$ cat src/rtl/lfps_pkg.sv
package lfps_pkg;

  localparam int PROBE_COUNT        = 8;
  localparam int TURN_CONFIRM_LIMIT = 2;

  localparam int CFG_INDEX_W = 3;
  localparam int CFG_DATA_W  = 16;
  localparam int ACC_W       = 36;

  localparam logic [CFG_INDEX_W-1:0] REG_PROP_GAIN       = 3'd0;
  localparam logic [CFG_INDEX_W-1:0] REG_INTEG_GAIN      = 3'd1;
  localparam logic [CFG_INDEX_W-1:0] REG_INTEG_GAIN_LEFT = 3'd2;
  localparam logic [CFG_INDEX_W-1:0] REG_DERIV_GAIN      = 3'd3;
  localparam logic [CFG_INDEX_W-1:0] REG_CRUISE_SPEED    = 3'd4;
  localparam logic [CFG_INDEX_W-1:0] REG_TURN_SPEED      = 3'd5;

  localparam logic [1:0] CMD_STRAIGHT = 2'd0;
  localparam logic [1:0] CMD_LEFT     = 2'd1;
  localparam logic [1:0] CMD_RIGHT    = 2'd2;

  localparam logic [7:0] ALL_WHITE = 8'hFF;

  localparam logic [PROBE_COUNT-1:0] WIN_STRAIGHT = 8'b1111_1111;
  localparam logic [PROBE_COUNT-1:0] WIN_LEFT     = 8'b0011_1111;
  localparam logic [PROBE_COUNT-1:0] WIN_RIGHT    = 8'b1111_0000;

  localparam logic signed [15:0] INTEG_MAX = 16'sd32767;
  localparam logic signed [15:0] INTEG_MIN = -16'sd32767;

  typedef enum logic [1:0] {
    ST_UPDATED   = 2'd0,
    ST_NO_LINE   = 2'd1,
    ST_TURN_DONE = 2'd2,
    ST_SPLIT     = 2'd3
  } status_t;

  typedef struct packed {
    logic [7:0] sensor_bits;
    logic [1:0] cmd;
  } in_item_t;

  typedef struct packed {
    logic [1:0]         status;
    logic signed [15:0] left_drive;
    logic signed [15:0] right_drive;
  } out_item_t;

  typedef struct packed {
    logic [15:0] prop_gain;
    logic [15:0] integ_gain;
    logic [15:0] integ_gain_left;
    logic [15:0] deriv_gain;
    logic [14:0] cruise_speed;
    logic [14:0] turn_speed;
  } cfg_t;

  typedef struct packed {
    logic signed [4:0]  last_error;
    logic signed [15:0] error_integral;
    logic [1:0]         centered_count;
    logic signed [15:0] held_left_drive;
    logic signed [15:0] held_right_drive;
  } state_t;

  function automatic logic signed [4:0] probe_weight(input logic [2:0] idx);
    logic signed [4:0] w;
    case (idx)
      3'd0:    w = -5'sd4;
      3'd1:    w = -5'sd3;
      3'd2:    w = -5'sd2;
      3'd3:    w = -5'sd1;
      3'd4:    w = 5'sd1;
      3'd5:    w = 5'sd2;
      3'd6:    w = 5'sd3;
      default: w = 5'sd4;
    endcase
    return w;
  endfunction

  function automatic logic signed [15:0] sat16(input logic signed [ACC_W-1:0] v);
    logic signed [15:0] r;
    if (v > ACC_W'(32767)) begin
      r = 16'sh7FFF;
    end else if (v < -ACC_W'(32768)) begin
      r = 16'sh8000;
    end else begin
      r = v[15:0];
    end
    return r;
  endfunction

endpackage

$ cat src/rtl/line_follow_pid_steer.sv
// Line follower PID steering block.
// Sensor channel: sensor_valid / sensor_stall carry one sensor byte and a
// steering mode per transfer. Result channel: drive_valid / drive_stall carry
// a status code and the left and right drive targets per transfer.
// Every sensor transfer yields exactly one result transfer, in order.
// A sensor item is held in the input register; its result is then loaded
// into the result register on drive, from which it can be taken.
// Throughput: one item per cycle while drive is not stalled; the PID step,
// integral update and turn count for an item are resolved combinationally
// between the input and result registers, so the next item already sees the
// updated loop state.
// Stall: while drive_stall is high the result register holds; the input
// register still takes one more item, then sensor_stall rises until the
// result is taken.
// Reset (rst, synchronous): both registers empty, loop state and held drives
// cleared, gains and speeds back to their defaults. Configuration writes on
// cfg_write / cfg_index / cfg_data take effect at the next clock edge. The
// user must make them only while no item is in flight (not enforced).
module line_follow_pid_steer (
  input  logic                              clk,
  input  logic                              rst,
  input  logic                              cfg_write,
  input  logic [lfps_pkg::CFG_INDEX_W-1:0] cfg_index,
  input  logic [lfps_pkg::CFG_DATA_W-1:0]  cfg_data,
  input  logic                              sensor_valid,
  output logic                              sensor_stall,
  input  lfps_pkg::in_item_t                sensor,
  output logic                              drive_valid,
  input  logic                              drive_stall,
  output lfps_pkg::out_item_t               drive
);

  lfps_pkg::cfg_t      cfg;
  lfps_pkg::state_t    state;
  lfps_pkg::state_t    state_next;
  lfps_pkg::in_item_t  item;
  lfps_pkg::out_item_t result;
  logic                item_valid;
  logic                advance;
  logic                take;

  lfps_cfg_regs u_cfg (
    .clk       (clk),
    .rst       (rst),
    .cfg_write (cfg_write),
    .cfg_index (cfg_index),
    .cfg_data  (cfg_data),
    .cfg       (cfg)
  );

  lfps_datapath u_dp (
    .item       (item),
    .cfg        (cfg),
    .state      (state),
    .result     (result),
    .state_next (state_next)
  );

  assign advance      = item_valid && (!drive_valid || !drive_stall);
  assign sensor_stall = item_valid && !advance;
  assign take         = sensor_valid && !sensor_stall;

  always_ff @(posedge clk) begin
    if (rst) begin
      item_valid <= 1'b0;
    end else if (take) begin
      item_valid <= 1'b1;
    end else if (advance) begin
      item_valid <= 1'b0;
    end
  end

  always_ff @(posedge clk) begin
    if (take) begin
      item <= sensor;
    end
  end

  always_ff @(posedge clk) begin
    if (rst) begin
      drive_valid <= 1'b0;
    end else if (advance) begin
      drive_valid <= 1'b1;
    end else if (!drive_stall) begin
      drive_valid <= 1'b0;
    end
  end

  always_ff @(posedge clk) begin
    if (advance) begin
      drive <= result;
    end
  end

  always_ff @(posedge clk) begin
    if (rst) begin
      state <= '0;
    end else if (advance) begin
      state <= state_next;
    end
  end

endmodule

$ cat src/rtl/lfps_cfg_regs.sv
module lfps_cfg_regs (
  input  logic                              clk,
  input  logic                              rst,
  input  logic                              cfg_write,
  input  logic [lfps_pkg::CFG_INDEX_W-1:0] cfg_index,
  input  logic [lfps_pkg::CFG_DATA_W-1:0]  cfg_data,
  output lfps_pkg::cfg_t                    cfg
);

  always_ff @(posedge clk) begin
    if (rst) begin
      cfg.prop_gain       <= 16'd3200;
      cfg.integ_gain      <= 16'd13;
      cfg.integ_gain_left <= 16'd128;
      cfg.deriv_gain      <= 16'd2176;
      cfg.cruise_speed    <= 15'd320;
      cfg.turn_speed      <= 15'd320;
    end else if (cfg_write) begin
      case (cfg_index)
        lfps_pkg::REG_PROP_GAIN:       cfg.prop_gain       <= cfg_data;
        lfps_pkg::REG_INTEG_GAIN:      cfg.integ_gain      <= cfg_data;
        lfps_pkg::REG_INTEG_GAIN_LEFT: cfg.integ_gain_left <= cfg_data;
        lfps_pkg::REG_DERIV_GAIN:      cfg.deriv_gain      <= cfg_data;
        lfps_pkg::REG_CRUISE_SPEED:    cfg.cruise_speed    <= cfg_data[14:0];
        lfps_pkg::REG_TURN_SPEED:      cfg.turn_speed      <= cfg_data[14:0];
        default: ;
      endcase
    end
  end

endmodule

$ cat src/rtl/lfps_datapath.sv
module lfps_datapath (
  input  lfps_pkg::in_item_t  item,
  input  lfps_pkg::cfg_t      cfg,
  input  lfps_pkg::state_t    state,
  output lfps_pkg::out_item_t result,
  output lfps_pkg::state_t    state_next
);

  localparam int AW = lfps_pkg::ACC_W;

  logic [lfps_pkg::PROBE_COUNT-1:0] window;
  logic                             seen;
  logic                             gap;
  logic                             split;
  logic signed [4:0]                err;
  logic                             turn;

  logic signed [4:0]  prev;
  logic signed [16:0] integ_sum;
  logic signed [15:0] integ;
  logic signed [5:0]  diff;
  logic [15:0]        ki;
  logic signed [16:0] kp_s;
  logic signed [16:0] ki_s;
  logic signed [16:0] kd_s;
  logic signed [21:0] p_prod;
  logic signed [32:0] i_prod;
  logic signed [22:0] d_prod;
  logic signed [AW-1:0] acc;
  logic signed [AW-1:0] pid;
  logic signed [AW-1:0] base;
  logic signed [15:0]   left_new;
  logic signed [15:0]   right_new;

  always_comb begin
    case (item.cmd)
      lfps_pkg::CMD_LEFT:  window = lfps_pkg::WIN_LEFT;
      lfps_pkg::CMD_RIGHT: window = lfps_pkg::WIN_RIGHT;
      default:             window = lfps_pkg::WIN_STRAIGHT;
    endcase
  end

  always_comb begin
    seen  = 1'b0;
    gap   = 1'b0;
    split = 1'b0;
    err   = 5'sd0;
    for (int i = 0; i < lfps_pkg::PROBE_COUNT; i++) begin
      if (window[i] && !split) begin
        if (!item.sensor_bits[i]) begin
          if (gap) begin
            split = 1'b1;
          end else begin
            err  = err + lfps_pkg::probe_weight(3'(i));
            seen = 1'b1;
          end
        end else if (seen) begin
          gap = 1'b1;
        end
      end
    end
  end

  assign turn = (item.cmd == lfps_pkg::CMD_LEFT) || (item.cmd == lfps_pkg::CMD_RIGHT);
  assign prev = state.last_error;

  always_comb begin
    integ_sum = {state.error_integral[15], state.error_integral} + 17'(prev);
    if (prev > 5'sd2 || prev < -5'sd2) begin
      if (integ_sum > 17'(lfps_pkg::INTEG_MAX)) begin
        integ = lfps_pkg::INTEG_MAX;
      end else if (integ_sum < 17'(lfps_pkg::INTEG_MIN)) begin
        integ = lfps_pkg::INTEG_MIN;
      end else begin
        integ = integ_sum[15:0];
      end
    end else begin
      integ = 16'sd0;
    end
  end

  assign ki   = (item.cmd == lfps_pkg::CMD_LEFT) ? cfg.integ_gain_left : cfg.integ_gain;
  assign kp_s = $signed({1'b0, cfg.prop_gain});
  assign ki_s = $signed({1'b0, ki});
  assign kd_s = $signed({1'b0, cfg.deriv_gain});
  assign diff = 6'(prev) - 6'(err);

  assign p_prod = 22'(kp_s) * 22'(err);
  assign i_prod = 33'(ki_s) * 33'(integ);
  assign d_prod = 23'(kd_s) * 23'(diff);

  assign acc  = AW'(p_prod) + AW'(i_prod) - AW'(d_prod);
  assign pid  = (acc + AW'(16)) >>> 5;
  assign base = turn ? $signed(AW'({1'b0, cfg.turn_speed}))
                     : $signed(AW'({1'b0, cfg.cruise_speed}));

  assign left_new  = lfps_pkg::sat16(base - pid);
  assign right_new = lfps_pkg::sat16(base + pid);

  always_comb begin
    state_next         = state;
    result.status      = lfps_pkg::ST_UPDATED;
    result.left_drive  = state.held_left_drive;
    result.right_drive = state.held_right_drive;
    if (item.sensor_bits == lfps_pkg::ALL_WHITE) begin
      result.status = lfps_pkg::ST_NO_LINE;
    end else if (split) begin
      result.status = lfps_pkg::ST_SPLIT;
    end else begin
      state_next.error_integral   = integ;
      state_next.last_error       = err;
      state_next.held_left_drive  = left_new;
      state_next.held_right_drive = right_new;
      result.left_drive           = left_new;
      result.right_drive          = right_new;
      if (turn && err == 5'sd0) begin
        if (state.centered_count >= 2'(lfps_pkg::TURN_CONFIRM_LIMIT)) begin
          state_next.centered_count = 2'd0;
          result.status             = lfps_pkg::ST_TURN_DONE;
        end else begin
          state_next.centered_count = state.centered_count + 2'd1;
        end
      end
    end
  end

endmodule

$ cat config.mk
export PLATFORM = sky130hd
export DESIGN_NAME = line_follow_pid_steer
export DESIGN_NICKNAME = d
export VERILOG_FILES = /design/src/rtl/lfps_pkg.sv /design/src/rtl/line_follow_pid_steer.sv /design/src/rtl/lfps_cfg_regs.sv /design/src/rtl/lfps_datapath.sv
export SDC_FILE = /design/constraint.sdc
export NUM_CORES = 2
export LEC_CHECK = 0
export BUFFER_PORTS_ARGS = -buffer_cell sky130_fd_sc_hd__buf_2
export CORE_MARGIN = 2
export CORE_UTILIZATION = 57
export CTS_CLUSTER_DIAMETER = 80
export DETAILED_ROUTE_END_ITERATION = 6
export PLACE_DENSITY_LB_ADDON = 0.05
export SLEW_MARGIN = 5
export SYNTH_ARGS = -nofsm -noshare
export SYNTH_HDL_FRONTEND = slang
export SYNTH_SLANG_ARGS = --single-unit
$ cat constraint.sdc
create_clock -name clk -period 40.7 [get_ports clk]
set_input_delay 2.035 -clock clk [delete_from_list [all_inputs] [get_ports clk]]
set_output_delay 2.035 -clock clk [all_outputs]
set_load 0.03 [all_outputs]
* Yosys cells after proc, flatten, opt, wreduce, memory -nomap -nowiden
Index checks and enable logic that the tools add are counted.
Word-level totals: register bits 195, output and inout bits 36, logic and storage cells 204
Operators by class: $add $sub $neg 15, multiply operators 3, $lt $le $gt $ge 9, equality and inequality tests 9, muxes and demuxes 114, bitwise gates (word level) 2, reductions and logical operators 33
Operators with widths (count):
- $mux W5 | 42
- $mux W16 | 8
- $gt A36 B16 Y1 const B | 2
- $lt A36 B16 Y1 const B | 2
- $mux W32 | 2
- $mux W1 | 56
- $add A36 B6 Y36 const B | 1
- $add A5 B5 Y5 | 7
- $sub A34 B23 Y35 | 1
- $add A22 B33 Y34 | 1
- $mul A17 B16 Y33 | 1
- $add A16 B31 Y32 | 1
- $sub A16 B31 Y32 | 1
- $mul A17 B6 Y23 | 1
- $mul A17 B5 Y22 | 1
- $add A16 B5 Y17 | 1
- $gt A17 B16 Y1 const B | 1
- $lt A17 B16 Y1 const B | 1
- $pmux W8 S2 | 1
- $mux W15 | 1
- $reduce_and A2 Y1 | 6
- $logic_and A1 B1 Y1 | 9
- $logic_not A1 Y1 | 9
- $eq A8 B8 Y1 const B | 1
- 20 further kinds | 28

* Depth between registers and ports, before layout
depth after elaboration 43, mapped depth 70, depth with buffers taken out 66

* Cells and area by module
From an unflattened synthesis, not the netlist that was laid out.
Second synthesis, totals: cell total of the unflattened synthesis 3390, area, all modules 29792.3 um2
By module, submodules not included:
- lfps_datapath | times used 1, cells an instance 2762, area each 22188.8 um2, seq. area each 0.0 um2
- line_follow_pid_steer | times used 1, cells an instance 292, area each 3887.5 um2, seq. area each 2462.4 um2
- lfps_cfg_regs | times used 1, cells an instance 336, area each 3716.1 um2, seq. area each 1881.8 um2

* Least setup slack after synthesis
No wires, ideal clock.
path kind register -> register, from register item[0] (netlist name), to register drive[21] (netlist name), data pin, library setup time 256 ps, arrival time 15437 ps, required time 40444 ps, slack 25006 ps, cell stages (with the launch flop) 65, path through edfxtp_1 > inv_1 > ha_1 > nor2_1 > ha_1 > nand2b_1 > nand2b_1 > nor2_1 > inv_1 > ha_1 > o31ai_1 > ha_1 > mux2i_1 > inv_1 > ha_1 > mux2i_1 > a211oi_1 > xnor2_1 > (+29 left out) > xor2_1 > ha_1 > clkbuf_1 > a21oi_1 > a2111oi_0 > a211o_1 > o31a_1 > o21ba_2 > nor2_1 > nor2_1 > nor4_2 > nand4_1 > xnor2_1 > nand3_1 > o31ai_4 > nand2_1 > buf_2 > o22a_1
RTL lines:
- to (signal assigned) | line line_follow_pid_steer.sv:91 | drive <= result;
- to (decl) | line line_follow_pid_steer.sv:30 | output lfps_pkg::out_item_t drive

==> flow_summary_export.csv <==
group,metric,value,unit
global_routing,grt_max_degree,80,
layout,fill_cells,4502,
global_routing,antenna_found_initial,8,
timing,tightest_slew,1.26,ns
floorplan,die_h,229,um
worst_setup_path,critPathKind,"reg -> reg",
floorplan,io_pins,70,
routing,final_antenna_net_count,0,
layout,area_growth,5.77,%
global_routing,met3_usage,6.45,%
layout,layout-drive-gt1-share,7.53,%
floorplan,rows,82,
clock_tree,clock-sinks,195,
synth,synthFlopType,"dfxtp_1",
timing,hold-worst-slack,0.457,ns
synth,syn_inst,3426,
synth,synth_common_cells,"nand2_1, inv_1, fa_1",
floorplan,core_area,50000,um2
synth,synth_area_leaders,"fa_1, ha_1, dfxtp_1",
worst_setup_path,reg2reg_slack,22.77,ns
clock_tree,cts_resized,0,
placed_design,port_buffers,69,
hold_path,min_from,"u_cfg.cfg[50]$_SDFFE_PP0P_",
timing,max_freq,0.0558,GHz
placed_design,gp_congestion,1.00,
synth,synth_top_area_cell,"fa_1",
layout,fin_cells,4114,
synth,syn-num-nets,4101,
worst_setup_path,cpMostUsedCell,"ha_1",
routing,drt-initial-drc-count,2170,
timing,clock_skew,0.0231,ns
flow_run,cap_violations,0,
worst_setup_path,cp-start-kind,"flip-flop",
global_routing,grtUsageMet2,56.0,%
global_routing,overflow,0,
worst_setup_path,crit_family,"adder cells",
worst_setup_path,cp_max_fo,19,
clock_tree,path_clk_slew,0.08,ns
placed_design,dp_hpwl,72900,um
clock_tree,post_cts_buffers,0,
run_status,status,"complete, no violations",
hold_path,whs_path_depth,2,
worst_setup_path,reg2reg_to,"drive[4]$_DFFE_PP_",
global_routing,grt_use_total,34.8,%
worst_setup_path,required,40.90,ns
clock_tree,cts_hold_buf,0,
clock_tree,clockBufferDepth,2,
synth,synth.avg_cell_area,8.39,um2
timing,period_share,44.1,%
clock_tree,clk_latency,0.47,ns
routing,drc,0,
hold_path,min_to,"u_cfg.cfg[50]$_SDFFE_PP0P_",
synth,syn_area,28700,um2
timing,rsz0062_at_grt,"false",
timing,slew-limit-headroom,15.8,%
synth,synth-edff-count,44,
timing,period_needed,17.93,ns
worst_setup_path,ff2ff_path_depth,65,
timing,final-setup-viol-count,0,
worst_setup_path,cpMaxStageDelayCell,"o41ai_1",
placed_design,dp_cells,4081,
worst_setup_path,end_kind,"flip-flop",
worst_setup_path,r2r-start,"item[0]$_DFFE_PP_",
synth,ys_warn_count,0,
layout,fin_nets,4103,
routing,first_pass_iters,6,
worst_setup_path,crit_arrival,18.13,ns
floorplan,die_x,229,um
clock_tree,cts_buffers,17,
routing,avgRoutedWirePerCell,21.6,um
synth,ys_seq_elements,195,
synth,seq_area_frac_synth,15.1,%
clock_tree,h-tree-depth,4,
global_routing,grtUsageMet1,46.2,%
synth,synth.most_common_cell,"nand2_1",
routing,drt-total-wl,88700,um
clock_tree,clock-root-buffer,"clkbuf_16",
synth,netlist.area_leader.share,27.3,%
global_routing,grt_pass1_wl,141000,um
global_routing,grt_pass1_vias,24999,
routing,vias_per_cell,5.92,
timing,drv_slew,0,
clock_tree,cts_tree,"built",
hold_path,hold_class,"reg -> reg",
routing,num_vias,24351,
layout,utilization,60.8,%
timing,tns,0,ns
floorplan,start_util,57.5,%
synth,synthArstFlopShare,0,%
global_routing,top_usage_layer,"met2",
worst_setup_path,crit_buf_inv,10,
worst_setup_path,cpPeakStageDelay,0.97,ns
floorplan,die_area,52200,um2
timing,hold_viol,0,
synth,ys_types,110,
-- final cells by class --
cell class	instances	area (um2)	share of cell area (%)
inverter	543	2040	6.72
timing repair buffer	115	693	2.28
clock buffer	18	429	1.41
clock inverter	14	180	0.593
sequential	195	4340	14.3
antenna	1	2.50	0.00823
tap	672	841	2.77
multi-input combinational	2556	21900	71.9
-- layout by cell type (no fill, tap or decap), types with 12 or more instances in the layout --
| master | n |
|---|---|
| xnor2_1 | 75 |
| inv_1 | 541 |
| o21ai_1 | 12 |
| nor3_1 | 58 |
| nor4_1 | 14 |
| edfxtp_1 | 44 |
| nor2b_1 | 19 |
| mux2_2 | 17 |
| a21oi_1 | 189 |
| nand4_1 | 31 |
| mux2i_1 | 24 |
| o22a_1 | 15 |
| buf_2 | 68 |
| and2_1 | 84 |
| a211oi_1 | 17 |
| clkbuf_16 | 17 |
| nor2_1 | 221 |
| a21o_1 | 34 |
| o21bai_1 | 20 |
| or3_1 | 20 |
| dfxtp_1 | 151 |
| o21ai_0 | 100 |
| nand2_1 | 563 |
| xor2_1 | 30 |
| nand2b_1 | 65 |
| nand3_1 | 43 |
| buf_4 | 47 |
| ha_1 | 249 |
| fa_1 | 392 |
| or2_2 | 13 |
| o21a_1 | 21 |
| and3_1 | 21 |
-- cell families (layout without fill, tap and decap cells) --
kind of cell | after synthesis | after routing | synth area share [%]
AND/OR/NAND/NOR | 1219 | 1219 | 20.2
buffers and inverters | 675 | 690 | 8.92
adder cells (fa/ha/maj) | 641 | 641 | 38.1
AO/OA/AOI/OAI | 546 | 546 | 12.7
flip-flops | 195 | 195 | 15.1
XOR/XNOR | 107 | 107 | 3.29
multiplexers | 43 | 43 | 1.58
other | 0 | 1 | 0
-- registers in the layout, summed over array words and instances (netlist names) --
register     flops
u_cfg.cfg       94
drive           34
drive_valid      1
item            10
state           55
item_valid       1
-- worst max-delay path by stage --
stage,start,end,slack (ns),cells after the start
global placement,item[0]$_DFFE_PP_,drive[4]$_DFFE_PP_,23.31,65
finish,item[0]$_DFFE_PP_,drive[4]$_DFFE_PP_,22.77,65
CTS,item[0]$_DFFE_PP_,drive[4]$_DFFE_PP_,23.00,65
detailed placement,item[0]$_DFFE_PP_,drive[26]$_DFFE_PP_,23.05,65
global route,item[0]$_DFFE_PP_,drive[4]$_DFFE_PP_,21.83,65
floorplan,item[0]$_DFFE_PP_,drive[21]$_DFFE_PP_,25.01,64
-- per-stage QoR --
| step | area (um2) | setup slack [ns] |
|---|---|---|
| floorplan | 28700 | 25.01 |
| global placement | 29800 | 23.31 |
| detailed placement | 29800 | 23.05 |
| CTS | 30400 | 23.00 |
| global route | 30400 | 21.83 |
| finish | 30400 | 22.77 |
-- per-layer routing --
metal,part of all wire (%),up-vias
li1,-,11081
met1,42,12026
met2,46,1024
met3,7.4,206
met4,4.5,14
met5,0.11,-
-- tightest hold or removal path: stages, from the launching register on --
cell and delay [ns]:
dfxtp_1 0.31, nand2_1 0.05, a21oi_1 0.05
Power is not shown: default switching activity piles up to over one toggle a cycle in this logic, so the estimate is an artifact.
